===== src/rtl/pdet_pkg.sv =====
// Shared types and constants for the pen digitizer event tracker.
// No dependencies; used by every module of the block but the queue.
`default_nettype none

package pdet_pkg;

	// Default depth of the report queue between front and back
	localparam int unsigned QueueDepthDefault = 4;

	// Pen status codes
	localparam logic [7:0] StOut       = 8'h00;
	localparam logic [7:0] StHover     = 8'h10;
	localparam logic [7:0] StPad       = 8'h11;
	localparam logic [7:0] StBDown     = 8'h12;
	localparam logic [7:0] StTDown     = 8'h13;
	localparam logic [7:0] StPrevReset = 8'hff;

	// Register reset values
	localparam logic [15:0] ViewWidthReset  = 16'd1023;
	localparam logic [15:0] ViewHeightReset = 16'd599;

	// Sensor ranges and reciprocals for the constant divides
	localparam logic [15:0] XRange = 16'h37ff;
	localparam logic [15:0] YRange = 16'h1fff;
	localparam int          XShift = 45;
	localparam int          YShift = 44;
	localparam logic [31:0] XRecip = 32'((64'd1 << XShift) / 64'(XRange));
	localparam logic [31:0] YRecip = 32'((64'd1 << YShift) / 64'(YRange));

	// Register map, index = paddr[3:2]
	typedef enum logic [1:0] {
		RegViewWidth  = 2'd0,
		RegViewHeight = 2'd1,
		RegWakeEnable = 2'd2,
		RegHostAsleep = 2'd3
	} reg_index_t;

	typedef enum logic [2:0] {
		EvPosition = 3'd0,
		EvRelease  = 3'd1,
		EvWakeup   = 3'd2,
		EvBDown    = 3'd3,
		EvBUp      = 3'd4,
		EvTDown    = 3'd5,
		EvTUp      = 3'd6
	} event_kind_t;

	// One classified report as it sits in the queue
	typedef struct packed {
		event_kind_t [3:0] kinds;
		logic [2:0]        count;
		logic [15:0]       raw_x;
		logic [15:0]       raw_y;
		logic [13:0]       pressure;
	} entry_t;

	// Report data carried alongside the scaler stages
	typedef struct packed {
		event_kind_t [3:0] kinds;
		logic [2:0]        count;
		logic [13:0]       pressure;
	} meta_t;

	typedef struct packed {
		logic wake_enable;
		logic host_asleep;
	} front_cfg_t;

	typedef struct packed {
		logic [15:0] view_width;
		logic [15:0] view_height;
	} scale_cfg_t;

endpackage

`default_nettype wire


===== src/rtl/pdet_queue.sv =====
// Small first-in first-out queue of classified reports between front and back.
// Generic width and depth; no package dependency.
`default_nettype none

module pdet_queue #(
	parameter int unsigned Width = 8,
	parameter int unsigned Depth = 4
) (
	input  wire logic             clk,
	input  wire logic             arst_n,
	input  wire logic             push,
	input  wire logic [Width-1:0] push_data,
	output logic                  full,
	input  wire logic             pop,
	output logic [Width-1:0]      pop_data,
	output logic                  empty
);

	localparam int PtrW = (Depth > 1) ? $clog2(Depth) : 1;
	localparam int CntW = $clog2(Depth + 1);

	logic [Width-1:0] mem_q [Depth];
	logic [PtrW-1:0]  wr_ptr_q;
	logic [PtrW-1:0]  rd_ptr_q;
	logic [CntW-1:0]  count_q;

	assign full     = (count_q == CntW'(Depth));
	assign empty    = (count_q == '0);
	assign pop_data = mem_q[rd_ptr_q];

	// Storage, no reset
	always_ff @(posedge clk) begin
		if (push) begin
			mem_q[wr_ptr_q] <= push_data;
		end
	end

	// Pointers and fill count
	always_ff @(posedge clk or negedge arst_n) begin
		if (!arst_n) begin
			wr_ptr_q <= '0;
			rd_ptr_q <= '0;
			count_q  <= '0;
		end else begin
			if (push) begin
				wr_ptr_q <= (wr_ptr_q == PtrW'(Depth - 1)) ? '0 : wr_ptr_q + PtrW'(1);
			end
			if (pop) begin
				rd_ptr_q <= (rd_ptr_q == PtrW'(Depth - 1)) ? '0 : rd_ptr_q + PtrW'(1);
			end
			if (push && !pop) begin
				count_q <= count_q + CntW'(1);
			end else if (pop && !push) begin
				count_q <= count_q - CntW'(1);
			end
		end
	end

	a_no_overflow: assert property (@(posedge clk) disable iff (!arst_n)
		push |-> (!full || pop))
		else $error("queue written while full");

	a_no_underflow: assert property (@(posedge clk) disable iff (!arst_n)
		pop |-> !empty)
		else $error("queue read while empty");

endmodule

`default_nettype wire


===== src/rtl/pdet_front.sv =====
// Front end: accepts reports, drops unused ones, tracks pen status and
// button latches, and queues the event list. Depends on pdet_pkg.
`default_nettype none

module pdet_front (
	input  wire logic                  clk,
	input  wire logic                  arst_n,
	input  wire logic                  s_axis_tvalid,
	output logic                       s_axis_tready,
	input  wire logic [55:0]           s_axis_tdata,  // pen_status, raw_x, raw_y, raw_pressure
	input  wire logic [7:0]            s_axis_tuser,  // report_mode
	input  wire pdet_pkg::front_cfg_t  cfg,
	output logic                       push,
	output pdet_pkg::entry_t           entry,
	input  wire logic                  full
);

	logic [7:0] prev_status_q;
	logic       touch_q;
	logic       b_latch_q;
	logic       t_latch_q;

	logic [7:0] status;
	logic       used;
	logic       xfer;
	logic       touch_d;
	logic       b_latch_d;
	logic       t_latch_d;
	logic [2:0] count;
	pdet_pkg::event_kind_t [3:0] kinds;

	assign status        = s_axis_tdata[7:0];
	assign used          = |s_axis_tuser[7:1];
	assign s_axis_tready = !full;
	assign xfer          = s_axis_tvalid && s_axis_tready && used;
	assign push          = xfer && (count != 3'd0);

	assign entry.kinds    = kinds;
	assign entry.count    = count;
	assign entry.raw_x    = s_axis_tdata[23:8];
	assign entry.raw_y    = s_axis_tdata[39:24];
	assign entry.pressure = s_axis_tdata[55:42];

	// Per-status rules: event list in order and next latch state
	always_comb begin
		for (int i = 0; i < 4; i++) begin
			kinds[i] = pdet_pkg::EvPosition;
		end
		count     = 3'd0;
		touch_d   = touch_q;
		b_latch_d = b_latch_q;
		t_latch_d = t_latch_q;
		case (status)
			pdet_pkg::StOut: begin
				if (touch_q) begin
					kinds[count[1:0]] = pdet_pkg::EvRelease;
					count = count + 3'd1;
					touch_d = 1'b0;
					if (cfg.wake_enable && cfg.host_asleep) begin
						kinds[count[1:0]] = pdet_pkg::EvWakeup;
						count = count + 3'd1;
					end
				end
				if (b_latch_q) begin
					b_latch_d = 1'b0;
					kinds[count[1:0]] = pdet_pkg::EvBUp;
					count = count + 3'd1;
				end
				if (t_latch_q) begin
					t_latch_d = 1'b0;
					kinds[count[1:0]] = pdet_pkg::EvTUp;
					count = count + 3'd1;
				end
			end
			pdet_pkg::StHover: begin
				if (prev_status_q == pdet_pkg::StBDown && b_latch_q) begin
					kinds[count[1:0]] = pdet_pkg::EvBDown;
					count = count + 3'd1;
				end
				if (prev_status_q == pdet_pkg::StTDown && t_latch_q) begin
					kinds[count[1:0]] = pdet_pkg::EvTDown;
					count = count + 3'd1;
				end
				if (b_latch_q || t_latch_q) begin
					kinds[count[1:0]] = pdet_pkg::EvPosition;
					count = count + 3'd1;
					touch_d = 1'b1;
				end else if (touch_q) begin
					kinds[count[1:0]] = pdet_pkg::EvRelease;
					count = count + 3'd1;
					touch_d = 1'b0;
					if (cfg.wake_enable && cfg.host_asleep) begin
						kinds[count[1:0]] = pdet_pkg::EvWakeup;
						count = count + 3'd1;
					end
				end
			end
			pdet_pkg::StPad: begin
				kinds[count[1:0]] = pdet_pkg::EvPosition;
				count = count + 3'd1;
				touch_d = 1'b1;
				if (b_latch_q) begin
					b_latch_d = 1'b0;
					kinds[count[1:0]] = pdet_pkg::EvBUp;
					count = count + 3'd1;
				end
				if (t_latch_q) begin
					t_latch_d = 1'b0;
					kinds[count[1:0]] = pdet_pkg::EvTUp;
					count = count + 3'd1;
				end
			end
			pdet_pkg::StBDown: begin
				if (prev_status_q == pdet_pkg::StHover) begin
					if (!b_latch_q) begin
						b_latch_d = 1'b1;
					end else begin
						b_latch_d = 1'b0;
						kinds[count[1:0]] = pdet_pkg::EvBUp;
						count = count + 3'd1;
					end
				end
				if (t_latch_q) begin
					if (prev_status_q == pdet_pkg::StHover) begin
						t_latch_d = 1'b0;
						kinds[count[1:0]] = pdet_pkg::EvTUp;
						count = count + 3'd1;
					end else if (prev_status_q == pdet_pkg::StTDown) begin
						kinds[count[1:0]] = pdet_pkg::EvTDown;
						count = count + 3'd1;
					end else begin
						kinds[count[1:0]] = pdet_pkg::EvPosition;
						count = count + 3'd1;
						touch_d = 1'b1;
					end
				end
			end
			pdet_pkg::StTDown: begin
				if (prev_status_q == pdet_pkg::StHover) begin
					if (!t_latch_q) begin
						t_latch_d = 1'b1;
					end else begin
						t_latch_d = 1'b0;
						kinds[count[1:0]] = pdet_pkg::EvTUp;
						count = count + 3'd1;
					end
				end
			end
			default: begin
				// unknown status: no events, only remembered
			end
		endcase
	end

	// Tracker state, updated on every used report
	always_ff @(posedge clk or negedge arst_n) begin
		if (!arst_n) begin
			prev_status_q <= pdet_pkg::StPrevReset;
			touch_q       <= 1'b0;
			b_latch_q     <= 1'b0;
			t_latch_q     <= 1'b0;
		end else if (xfer) begin
			prev_status_q <= status;
			touch_q       <= touch_d;
			b_latch_q     <= b_latch_d;
			t_latch_q     <= t_latch_d;
		end
	end

	a_pad_sets_touch: assert property (@(posedge clk) disable iff (!arst_n)
		(xfer && status == pdet_pkg::StPad) |=> (touch_q && !b_latch_q && !t_latch_q))
		else $error("on-pad report did not leave touch set and buttons clear");

endmodule

`default_nettype wire


===== src/rtl/pdet_back.sv =====
// Back end: scales the coordinates of queued reports in a three-stage
// pipeline and sends their events one per transfer. Depends on pdet_pkg.
`default_nettype none

module pdet_back (
	input  wire logic                  clk,
	input  wire logic                  arst_n,
	input  wire pdet_pkg::scale_cfg_t  cfg,
	input  wire logic                  q_empty,
	input  wire pdet_pkg::entry_t      q_data,
	output logic                       q_pop,
	output logic                       m_axis_tvalid,
	input  wire logic                  m_axis_tready,
	output logic [47:0]                m_axis_tdata,  // view_x, view_y, pressure_out, 2 zero bits
	output logic [2:0]                 m_axis_tuser,  // event_kind
	output logic                       m_axis_tlast   // last_event
);

	// Scaler pipeline
	logic              valid_s1, valid_s2, valid_s3;
	pdet_pkg::meta_t   meta_s1, meta_s2, meta_s3;
	logic [31:0]       px_s1, py_s1, px_s2, py_s2;
	logic [19:0]       q0x_s2, q0y_s2, q0x_s3, q0y_s3;
	logic [15:0]       remx_s3, remy_s3;

	// Event sender
	logic                        em_valid_q;
	pdet_pkg::event_kind_t [3:0] em_kinds_q;
	logic [2:0]                  em_cnt_q;
	logic [1:0]                  em_idx_q;
	logic [15:0]                 em_x_q, em_y_q;
	logic [13:0]                 em_p_q;

	logic                  adv;
	logic                  em_load;
	logic                  em_last;
	logic [63:0]           prodx, prody;
	logic [35:0]           diffx, diffy;
	logic [20:0]           qx, qy;
	logic [15:0]           satx, saty;
	pdet_pkg::event_kind_t kind_sel;
	logic                  is_pos;

	assign em_last = ({1'b0, em_idx_q} == (em_cnt_q - 3'd1));
	assign em_load = valid_s3 && (!em_valid_q || (m_axis_tready && em_last));
	assign adv     = !valid_s3 || em_load;
	assign q_pop   = adv && !q_empty;

	// Reciprocal products and remainders
	assign prodx = 64'(px_s1) * 64'(pdet_pkg::XRecip);
	assign prody = 64'(py_s1) * 64'(pdet_pkg::YRecip);
	assign diffx = {4'b0, px_s2} - (36'(q0x_s2) * 36'(pdet_pkg::XRange));
	assign diffy = {4'b0, py_s2} - (36'(q0y_s2) * 36'(pdet_pkg::YRange));

	// Quotient correction and saturation
	assign qx   = {1'b0, q0x_s3} + 21'(remx_s3 >= pdet_pkg::XRange);
	assign qy   = {1'b0, q0y_s3} + 21'(remy_s3 >= pdet_pkg::YRange);
	assign satx = (|qx[20:16]) ? 16'hffff : qx[15:0];
	assign saty = (|qy[20:16]) ? 16'hffff : qy[15:0];

	// Stage valids
	always_ff @(posedge clk or negedge arst_n) begin
		if (!arst_n) begin
			valid_s1 <= 1'b0;
			valid_s2 <= 1'b0;
			valid_s3 <= 1'b0;
		end else if (adv) begin
			valid_s1 <= !q_empty;
			valid_s2 <= valid_s1;
			valid_s3 <= valid_s2;
		end
	end

	// Stage payload; the x quotient fits in 19 bits
	always_ff @(posedge clk) begin
		if (adv) begin
			meta_s1.kinds    <= q_data.kinds;
			meta_s1.count    <= q_data.count;
			meta_s1.pressure <= q_data.pressure;
			px_s1            <= 32'(q_data.raw_x) * 32'(cfg.view_width);
			py_s1            <= 32'(q_data.raw_y) * 32'(cfg.view_height);
			meta_s2          <= meta_s1;
			px_s2            <= px_s1;
			py_s2            <= py_s1;
			q0x_s2           <= {1'b0, prodx[pdet_pkg::XShift +: 19]};
			q0y_s2           <= prody[pdet_pkg::YShift +: 20];
			meta_s3          <= meta_s2;
			q0x_s3           <= q0x_s2;
			q0y_s3           <= q0y_s2;
			remx_s3          <= diffx[15:0];
			remy_s3          <= diffy[15:0];
		end
	end

	// Sender control
	always_ff @(posedge clk or negedge arst_n) begin
		if (!arst_n) begin
			em_valid_q <= 1'b0;
			em_idx_q   <= 2'd0;
		end else if (em_load) begin
			em_valid_q <= 1'b1;
			em_idx_q   <= 2'd0;
		end else if (em_valid_q && m_axis_tready) begin
			if (em_last) begin
				em_valid_q <= 1'b0;
			end else begin
				em_idx_q <= em_idx_q + 2'd1;
			end
		end
	end

	// Sender payload
	always_ff @(posedge clk) begin
		if (em_load) begin
			em_kinds_q <= meta_s3.kinds;
			em_cnt_q   <= meta_s3.count;
			em_p_q     <= meta_s3.pressure;
			em_x_q     <= satx;
			em_y_q     <= saty;
		end
	end

	// Output fields; coordinates and pressure only on position events
	assign kind_sel      = em_kinds_q[em_idx_q];
	assign is_pos        = (kind_sel == pdet_pkg::EvPosition);
	assign m_axis_tvalid = em_valid_q;
	assign m_axis_tuser  = kind_sel;
	assign m_axis_tlast  = em_last;
	assign m_axis_tdata  = {2'b00,
		(is_pos ? em_p_q : 14'd0),
		(is_pos ? em_y_q : 16'd0),
		(is_pos ? em_x_q : 16'd0)};

	a_idx_in_range: assert property (@(posedge clk) disable iff (!arst_n)
		em_valid_q |-> ({1'b0, em_idx_q} < em_cnt_q))
		else $error("event index beyond event count");

	a_count_sane: assert property (@(posedge clk) disable iff (!arst_n)
		valid_s3 |-> (meta_s3.count != 3'd0 && meta_s3.count <= 3'd4))
		else $error("scaled report carries no or too many events");

	a_hold_on_stall: assert property (@(posedge clk) disable iff (!arst_n)
		(em_valid_q && !m_axis_tready) |=> (em_valid_q && $stable(em_idx_q)))
		else $error("event sender moved while stalled");

endmodule

`default_nettype wire


===== src/rtl/pen_digitizer_event_tracker_unit.sv =====
// Path: an accepted report goes through the queue, the scaler stages and the
// sender register; further events of the same report follow one per cycle while
// the output is ready. Throughput: one report per cycle while each gives one
// event and output is ready; a report with n events takes n sender transfers.
// Reset: asynchronous, registers to their reset values, tracker state cleared.
// Top level: config registers, front, queue and back. Depends on pdet_pkg.
`default_nettype none

module pen_digitizer_event_tracker_unit #(
	parameter int unsigned QueueDepth = pdet_pkg::QueueDepthDefault
) (
	input  wire logic        clk,
	input  wire logic        arst_n,
	// configuration port
	input  wire logic        psel,
	input  wire logic        penable,
	input  wire logic        pwrite,
	input  wire logic [3:0]  paddr,
	input  wire logic [31:0] pwdata,
	output logic [31:0]      prdata,
	output logic             pready,
	// report input
	input  wire logic        s_axis_tvalid,
	output logic             s_axis_tready,
	input  wire logic [55:0] s_axis_tdata,  // pen_status, raw_x, raw_y, raw_pressure
	input  wire logic [7:0]  s_axis_tuser,  // report_mode
	// event output
	output logic             m_axis_tvalid,
	input  wire logic        m_axis_tready,
	output logic [47:0]      m_axis_tdata,  // view_x, view_y, pressure_out, 2 zero bits
	output logic [2:0]       m_axis_tuser,  // event_kind
	output logic             m_axis_tlast   // last_event
);

	logic [15:0] view_width_q;
	logic [15:0] view_height_q;
	logic        wake_enable_q;
	logic        host_asleep_q;

	logic                  cfg_wr;
	pdet_pkg::reg_index_t  reg_idx;
	pdet_pkg::front_cfg_t  front_cfg;
	pdet_pkg::scale_cfg_t  scale_cfg;
	pdet_pkg::entry_t      push_entry;
	pdet_pkg::entry_t      pop_entry;
	logic                  push;
	logic                  pop;
	logic                  full;
	logic                  empty;

	assign pready  = 1'b1;
	assign cfg_wr  = psel && penable && pwrite && pready;
	assign reg_idx = pdet_pkg::reg_index_t'(paddr[3:2]);

	// Register writes
	always_ff @(posedge clk or negedge arst_n) begin
		if (!arst_n) begin
			view_width_q  <= pdet_pkg::ViewWidthReset;
			view_height_q <= pdet_pkg::ViewHeightReset;
			wake_enable_q <= 1'b0;
			host_asleep_q <= 1'b0;
		end else if (cfg_wr) begin
			case (reg_idx)
				pdet_pkg::RegViewWidth:  view_width_q  <= pwdata[15:0];
				pdet_pkg::RegViewHeight: view_height_q <= pwdata[15:0];
				pdet_pkg::RegWakeEnable: wake_enable_q <= pwdata[0];
				pdet_pkg::RegHostAsleep: host_asleep_q <= pwdata[0];
				default: ;
			endcase
		end
	end

	// Register read-back
	always_comb begin
		case (reg_idx)
			pdet_pkg::RegViewWidth:  prdata = {16'd0, view_width_q};
			pdet_pkg::RegViewHeight: prdata = {16'd0, view_height_q};
			pdet_pkg::RegWakeEnable: prdata = {31'd0, wake_enable_q};
			pdet_pkg::RegHostAsleep: prdata = {31'd0, host_asleep_q};
			default:                 prdata = 32'd0;
		endcase
	end

	assign front_cfg.wake_enable = wake_enable_q;
	assign front_cfg.host_asleep = host_asleep_q;
	assign scale_cfg.view_width  = view_width_q;
	assign scale_cfg.view_height = view_height_q;

	pdet_front u_front (
		.clk           (clk),
		.arst_n        (arst_n),
		.s_axis_tvalid (s_axis_tvalid),
		.s_axis_tready (s_axis_tready),
		.s_axis_tdata  (s_axis_tdata),
		.s_axis_tuser  (s_axis_tuser),
		.cfg           (front_cfg),
		.push          (push),
		.entry         (push_entry),
		.full          (full)
	);

	pdet_queue #(
		.Width ($bits(pdet_pkg::entry_t)),
		.Depth (QueueDepth)
	) u_queue (
		.clk       (clk),
		.arst_n    (arst_n),
		.push      (push),
		.push_data (push_entry),
		.full      (full),
		.pop       (pop),
		.pop_data  (pop_entry),
		.empty     (empty)
	);

	pdet_back u_back (
		.clk           (clk),
		.arst_n        (arst_n),
		.cfg           (scale_cfg),
		.q_empty       (empty),
		.q_data        (pop_entry),
		.q_pop         (pop),
		.m_axis_tvalid (m_axis_tvalid),
		.m_axis_tready (m_axis_tready),
		.m_axis_tdata  (m_axis_tdata),
		.m_axis_tuser  (m_axis_tuser),
		.m_axis_tlast  (m_axis_tlast)
	);

endmodule

`default_nettype wire

===== config.mk =====
export PLATFORM = sky130hd
export DESIGN_NAME = pen_digitizer_event_tracker_unit
export DESIGN_NICKNAME = d
export VERILOG_FILES = /design/src/rtl/pdet_pkg.sv /design/src/rtl/pdet_queue.sv /design/src/rtl/pdet_front.sv /design/src/rtl/pdet_back.sv /design/src/rtl/pen_digitizer_event_tracker_unit.sv
export SDC_FILE = /design/constraint.sdc
export NUM_CORES = 2
export LEC_CHECK = 0
export BUFFER_PORTS_ARGS = -buffer_cell sky130_fd_sc_hd__buf_2
export CORE_MARGIN = 5
export CORE_UTILIZATION = 60
export CTS_CLUSTER_SIZE = 20
export DETAILED_ROUTE_END_ITERATION = 12
export PLACE_DENSITY_LB_ADDON = 0.12
export SLEW_MARGIN = 20
export SYNTH_ARGS = -nofsm -noshare
export SYNTH_HDL_FRONTEND = slang
export SYNTH_SLANG_ARGS = --single-unit

===== constraint.sdc =====
create_clock -name clk -period 21.4 [get_ports clk]
set_clock_uncertainty 0.1 [all_clocks]
set_input_delay 2.14 -clock clk [delete_from_list [all_inputs] [get_ports clk]]
set_output_delay 2.14 -clock clk [all_outputs]
set_load 0.005 [all_outputs]

Yosys cells after proc, flatten, opt, wreduce, memory -nomap -nowiden
Memories as Yosys holds them, arrays and structs flattened.
Index checks and enable logic that the tools add are counted.
Widths: inputs -> output; s select.
Storage, ports and cells
  bits in registers: 412
  RAM bits: 244
  input port bits: 107
  output and inout port bits: 87
  word-level logic and storage cells: 288
  memories kept: 1
Cells by class
  $add $sub $neg: 17
  multiply operators: 6
  $lt $le $gt $ge: 17
  equality and inequality tests: 20
  muxes and demuxes: 93
  bitwise operators: 28
  reductions and logical operators: 54
Memory list
  u_queue.mem_q: words 4, width 61, read ports 1, clocked after memory_dff 0, write ports 1, RTL line pdet_queue.sv:22  | logic [Width-1:0] mem_q [Depth];
Operators by type and width (number)
  $mux 12: 12
  $pmux 32 s4: 1
  $mux 3: 34
  $mul 16x16->32: 2
  $mul 32x31->63 const B: 1
  $mul 32x27->59 const B: 1
  $eq 8x5->1 const B: 7
  $demux 3 s2: 7
  $pmux 9 s4: 1
  $mux 16: 2
  $sub 16x16->16: 2
  $pmux 3 s5: 2
  $add 3x1->3 const B: 8
  $lt 2x3->1 const B: 8
  $not 12->12: 2
  $not 8->8: 3
  $or 2x8->8: 3
  $add 20x1->21: 1
  $logic_and 1x1->1: 21
  $add 19x1->20: 1
  $mul 20x13->16 const B: 1
  $not 4->4: 5
  $mul 19x14->16 const B: 1
  $mux 1: 18
  other kinds (43): 91

Longest topological paths before layout
  word-level depth: 19
  gate-level depth with buffers: 28
  depth with buffers taken out: 27

By module
Synthesis repeated with hierarchy kept, for this count alone.
Second synthesis, totals
  cell total of the unflattened synthesis: 5612
  area total of the unflattened synthesis: 65127.5 um^2
By module, submodules not included
  pdet_back: times used 1, cells each 4895, area each 52241.4 um^2, seq. area each 10780.3 um^2
  pdet_queue: times used 1, cells each 356, area each 9290.2 um^2, seq. area each 7502.2 um^2
  pdet_front: times used 1, cells each 229, area each 1838.0 um^2, seq. area each 285.3 um^2
  pen_digitizer_event_tracker_unit: times used 1, cells each 132, area each 1757.9 um^2, seq. area each 870.8 um^2

Least setup slack after synthesis
No wires, ideal clock.
  kind: input -> register
  from: input m_axis_tready
  to: register u_queue.count_q[2]
  setup time: 79 ps
  arrival time: 12349 ps
  data required time: 21221 ps
  slack: 8872 ps
  cell stages on the path: 9
  path buffers: 0
  cell sequence: nand2_1 > nand3_1 > o31ai_1 > ha_1 > inv_1 > fa_1 > xor2_1 > nor2_1 > xor2_1
Between the ends
  cells in the longest elaborated chain, start to end: 8
  elaborated cells between the ends (all ways): 10
  those cells by class: mux (1); reduce/logical (9)
Ends and longest elaborated chain
  start, declared: RTL line pen_digitizer_event_tracker_unit.sv:29  | input wire logic m_axis_tready,
  $logic_and 1x1->1 *: RTL line pdet_back.sv:45  | assign em_load = valid_s3 && (!em_valid_q || (m_axis_tready && em_last));
  $logic_or 1x1->1 *: RTL line pdet_back.sv:45
  $logic_and 1x1->1 *: RTL line pdet_back.sv:45
  $logic_or 1x1->1 *: RTL line pdet_back.sv:46  | assign adv = !valid_s3 || em_load;
  named net u_back.adv: RTL line pdet_back.sv:34  | logic adv;
  $logic_and 1x1->1 *: RTL line pdet_back.sv:47  | assign q_pop = adv && !q_empty;
  $logic_not 1->1: RTL line pdet_queue.sv:51  | if (push && !pop) begin
  $logic_and 1x1->1: RTL line pdet_queue.sv:51
  $mux 3 / $reduce_bool 2->1 (equally long branches)
  end signal, assigned: RTL line pdet_queue.sv:52  | count_q <= count_q + CntW'(1);
  end signal, assigned: RTL line pdet_queue.sv:54  | count_q <= count_q - CntW'(1);
  end, declared: RTL line pdet_queue.sv:25  | logic [CntW-1:0] count_q;
Mark *: on every way through the listed nets, which the timed path passes. The rest lies on a longest branch.
A chain may end at the register's enable or synchronous reset.

Final worst setup path
  from: register u_back.px_s1[19]
  to: register u_back.q0x_s2[18] (data pin)
Between the ends
  cells in the longest elaborated chain, start to end: 1
Ends and longest elaborated chain
  start, declared: RTL line pdet_back.sv:22  | logic [31:0] px_s1, py_s1, px_s2, py_s2;
  start signal, assigned: RTL line pdet_back.sv:80  | px_s1 <= 32'(q_data.raw_x) * 32'(cfg.view_width);
  $mul 32x31->63: RTL line pdet_back.sv:50  | assign prodx = 64'(px_s1) * 64'(pdet_pkg::XRecip);
  named net u_back.prodx[63]: RTL line pdet_back.sv:37  | logic [63:0] prodx, prody;
  end signal, assigned: RTL line pdet_back.sv:85  | q0x_s2 <= {1'b0, prodx[pdet_pkg::XShift +: 19]};
  end, declared: RTL line pdet_back.sv:23  | logic [19:0] q0x_s2, q0y_s2, q0x_s3, q0y_s3;
The timed path passes the listed nets, and every way through them passes these cells.

==> PnR_summary.wiki <==
{| class="wikitable"
! Metric !! Value
|-
| Io pins || 194
|-
| Most Frequent Cell on Critical Path || fa_1
|-
| Maximum number of pins on one net before global-route repair || 179
|-
| Top cell type by total area after synthesis || edfxtp_1
|-
| Gp weighted congestion || 0.894
|-
| Crit path max-delay cell type || edfxtp_1
|-
| Root Driver || clkbuf_16
|-
| YS warnings || 0
|-
| R2r setup slk || 12.68 ns
|-
| Worst Path Required || 21.70 ns
|-
| Final instance area || 69000 um^2
|-
| Drt first-iter violations || 2077
|-
| DP Cell Count || 7002
|-
| R2r worst-path depth || 25
|-
| Number of standard cells in the layout, taps in and fillers out || 7137
|-
| Gate count after technology mapping || 5528
|-
| Inserted Clock Buffers || 71
|-
| Timing startpoint of the critical path || u_back.px_s1[19]$_DFFE_PP_
|-
| Worst rel slew slack || 0.317
|-
| Synth Flop Type || edfxtp_1
|-
| Area share of the largest cell type after synthesis || 0.280
|-
| Most frequent cells after synthesis || inv_1 (1269), fa_1 (880), ha_1 (814)
|-
| Total clock sinks || 656
|-
| Final Hold Fails || 0
|-
| Drt pass-1 iters || 8
|-
| CTS tree || built
|-
| Fraction of final layout cells with drive strength greater than 1 || 0.0810
|-
| Core area || 107000 um^2
|-
| Die Span X || 337 um
|-
| Global-route total usage across every layer || 0.243
|-
| Time the worst path needs with I/O delays and setup || 8.72 ns
|-
| Via/cell ratio || 5.39
|-
| Share of synthesized flip-flops with an asynchronous set or reset || 0.0884
|-
| Area Growth Syn to Fin || 7.41%
|-
| Post-CTS setup-driven buffer insertion count || 0
|-
| Initial standard-cell utilization of the core || 0.602
|-
| Maximum clock rate || 0.115 GHz
|-
| Vias in the first global route || 40700
|-
| Most frequently used cell type in the post-synthesis netlist || inv_1
|-
| Setup violation total in the final timing report || 0
|-
| Number of antenna violations at the first check in global routing || 8
|-
| Setup repair after global routing missed its margin || no
|-
| Critical-path maximum fanout || 10
|-
| Mean Syn Cell Area || 11.6 um^2
|-
| Routed wire length per instance || 18.6 um
|-
| Endpoint of the most critical register-to-register path || u_back.q0x_s2[18]$_DFFE_PP_
|-
| Register bit count reported by yosys || 656
|-
| Final layout net count || 7473
|-
| Max-capacitance violation count || 0
|-
| Vias post-DR || 38500
|-
| Final-report max-slew violation count || 0
|-
| Global-route wire length before repair || 218 mm
|-
| Number of nets with antenna violations after detailed routing || 0
|-
| Buffers added on ports || 153
|-
| Detailed-placement wirelength estimate || 103 mm
|-
| Total negative setup slack || 0 ns
|-
| Overall die height || 337 um
|-
| Resized Gates After CTS || 0
|-
| Slew at the pin with the worst max-slew slack || 1.02 ns
|-
| Endpoint type of the worst setup path || flop
|-
| Grt total ovfl || 0
|-
| Clock insertion delay at the later pin of the skew report || 0.65 ns
|-
| Number of synthesized flops with an enable pin || 598
|-
| Path type of the worst setup path || reg -> reg
|-
| Post-CTS Hold Fix Bufs || 0
|-
| Clock Tree Buf Depth || 3
|-
| Fraction of the yosys area taken by sequential cells || 0.303
|-
| # rows || 120
|-
| Netlist area before placement || 64200 um^2
|-
| Post-detailed-routing wire length || 133 mm
|-
| Launching point of the worst reg2reg path || u_back.px_s1[19]$_DFFE_PP_
|-
| DP Area || 66500 um^2
|-
| Slowest cell delay on critical path || 0.81 ns
|-
| CTS H-tree depth || 3
|-
| CP startpoint kind || flop
|-
| Area of the die || 114000 um^2
|-
| Status || completed
|-
| Hold crit path type || reg -> reg
|-
| Arrival time of the worst setup path || 9.01 ns
|-
| CTS clock-pin slew for the worst setup and hold paths || 0.06 ns
|-
| Final critical-path share of the clock period || 0.407
|-
| Cell depth of the worst hold path || 0
|-
| Distinct cell type count after synthesis || 86
|-
| DRC viols || 0
|-
| CP Capture Point || u_back.q0x_s2[18]$_DFFE_PP_
|-
| Synth area leaders || edfxtp_1 (28%), fa_1 (27%), ha_1 (16%)
|}
## sequential cells by signal, indices dropped and copies added, names as in the netlist, 16 cells and up
signal / flops
u_queue.mem_q: 244
u_back.px_s1: 32
u_back.py_s1: 32
u_back.meta_s1: 29
u_back.meta_s2: 29
u_back.meta_s3: 29
u_back.q0y_s2: 20
u_back.q0y_s3: 20
u_back.q0x_s2: 19
u_back.q0x_s3: 19
u_back.em_x_q: 16
u_back.em_y_q: 16
u_back.px_s2: 16
u_back.py_s2: 16
u_back.remx_s3: 16
u_back.remy_s3: 16
view_height_q: 16
view_width_q: 16
## cell usage in the layout, fill, tap and decap left out, drive strengths merged, types with 7 or more instances in the layout
master / count
inv: 1272
fa: 880
ha: 814
edfxtp: 598
nand2: 456
and2: 245
buf: 190
xnor2: 138
nor2: 119
a21oi: 106
clkbuf: 86
o21ai: 79
mux4: 65
a21o: 63
xor2: 58
mux2: 47
nand3: 46
nor3: 46
dfrtp: 34
clkinv: 31
nand4: 29
and3: 27
dfstp: 24
conb: 20
a31oi: 19
nand2b: 19
mux2i: 17
a211oi: 17
o21bai: 16
o211ai: 15
nor2b: 14
o21a: 12
o31ai: 12
nor4: 8
and4: 7
bufinv: 7
## final cells by class
cell class | count | area, um^2
Inverter | 1269 | 4760
Antenna cell | 5 | 12.5
Multi-Input combinational cell | 3484 | 39500
Clock inverter | 44 | 554
Clock buffer | 86 | 1870
Timing Repair Buffer | 190 | 1060
Sequential cell | 656 | 19400
Fill cell | 8196 | 37600
Tap cell | 1403 | 1760
## per-stage QoR
stage	setup slack [ns]	hold WS, ns	util
floorplan	8.87	0.300	-
global placement	12.82	0.300	0.624
detailed placement	12.70	0.305	0.624
CTS	12.72	0.281	0.647
global route	12.34	0.289	0.647
finish	12.68	0.278	0.647
## routing by layer
layer  share of wire  vias up  GRT usage
met2            0.48      935      0.407
met4           0.024        6     0.0587
met5         0.00031        -          0
li1                -    18000          -
met1            0.44    19300      0.338
met3           0.054      211     0.0392
## worst max-delay path, delay by kind of cell, from the launching register on
family,cells,cell delay [ns]
adder cells (fa/ha/maj),9,4.40
flip-flops,1,0.81
XOR/XNOR,1,0.11
AO/OA/AOI/OAI,6,1.86
buffers and inverters,6,0.74
AND/OR/NAND/NOR,3,0.45
## worst min-delay path by stage
stage | startpoint | slack [ns] | to
floorplan | u_back.meta_s3[14]$_DFFE_PP_ | 0.30 | u_back.em_cnt_q[0]$_DFFE_PP_
global placement | u_back.meta_s2[5]$_DFFE_PP_ | 0.30 | u_back.meta_s3[5]$_DFFE_PP_
detailed placement | u_back.meta_s3[16]$_DFFE_PP_ | 0.30 | u_back.em_cnt_q[2]$_DFFE_PP_
CTS | u_back.meta_s1[16]$_DFFE_PP_ | 0.28 | u_back.meta_s2[16]$_DFFE_PP_
global route | u_back.meta_s1[16]$_DFFE_PP_ | 0.29 | u_back.meta_s2[16]$_DFFE_PP_
finish | u_back.meta_s1[16]$_DFFE_PP_ | 0.28 | u_back.meta_s2[16]$_DFFE_PP_
## cells by family after synthesis
family                     count (synthesis)  synth area share
adders and majority gates               1694             0.433
buffers and inverters                   1406            0.0835
and+or+nand+nor                         1041            0.0783
DFF                                      656             0.303
AOI/OAI and AO/OA                        404            0.0419
xor gates and xnor gates                 196            0.0267
muxes                                    129            0.0337
other                                      2          0.000117
Power is not shown: default switching activity piles up to over one toggle a cycle in this logic, so the estimate is an artifact.
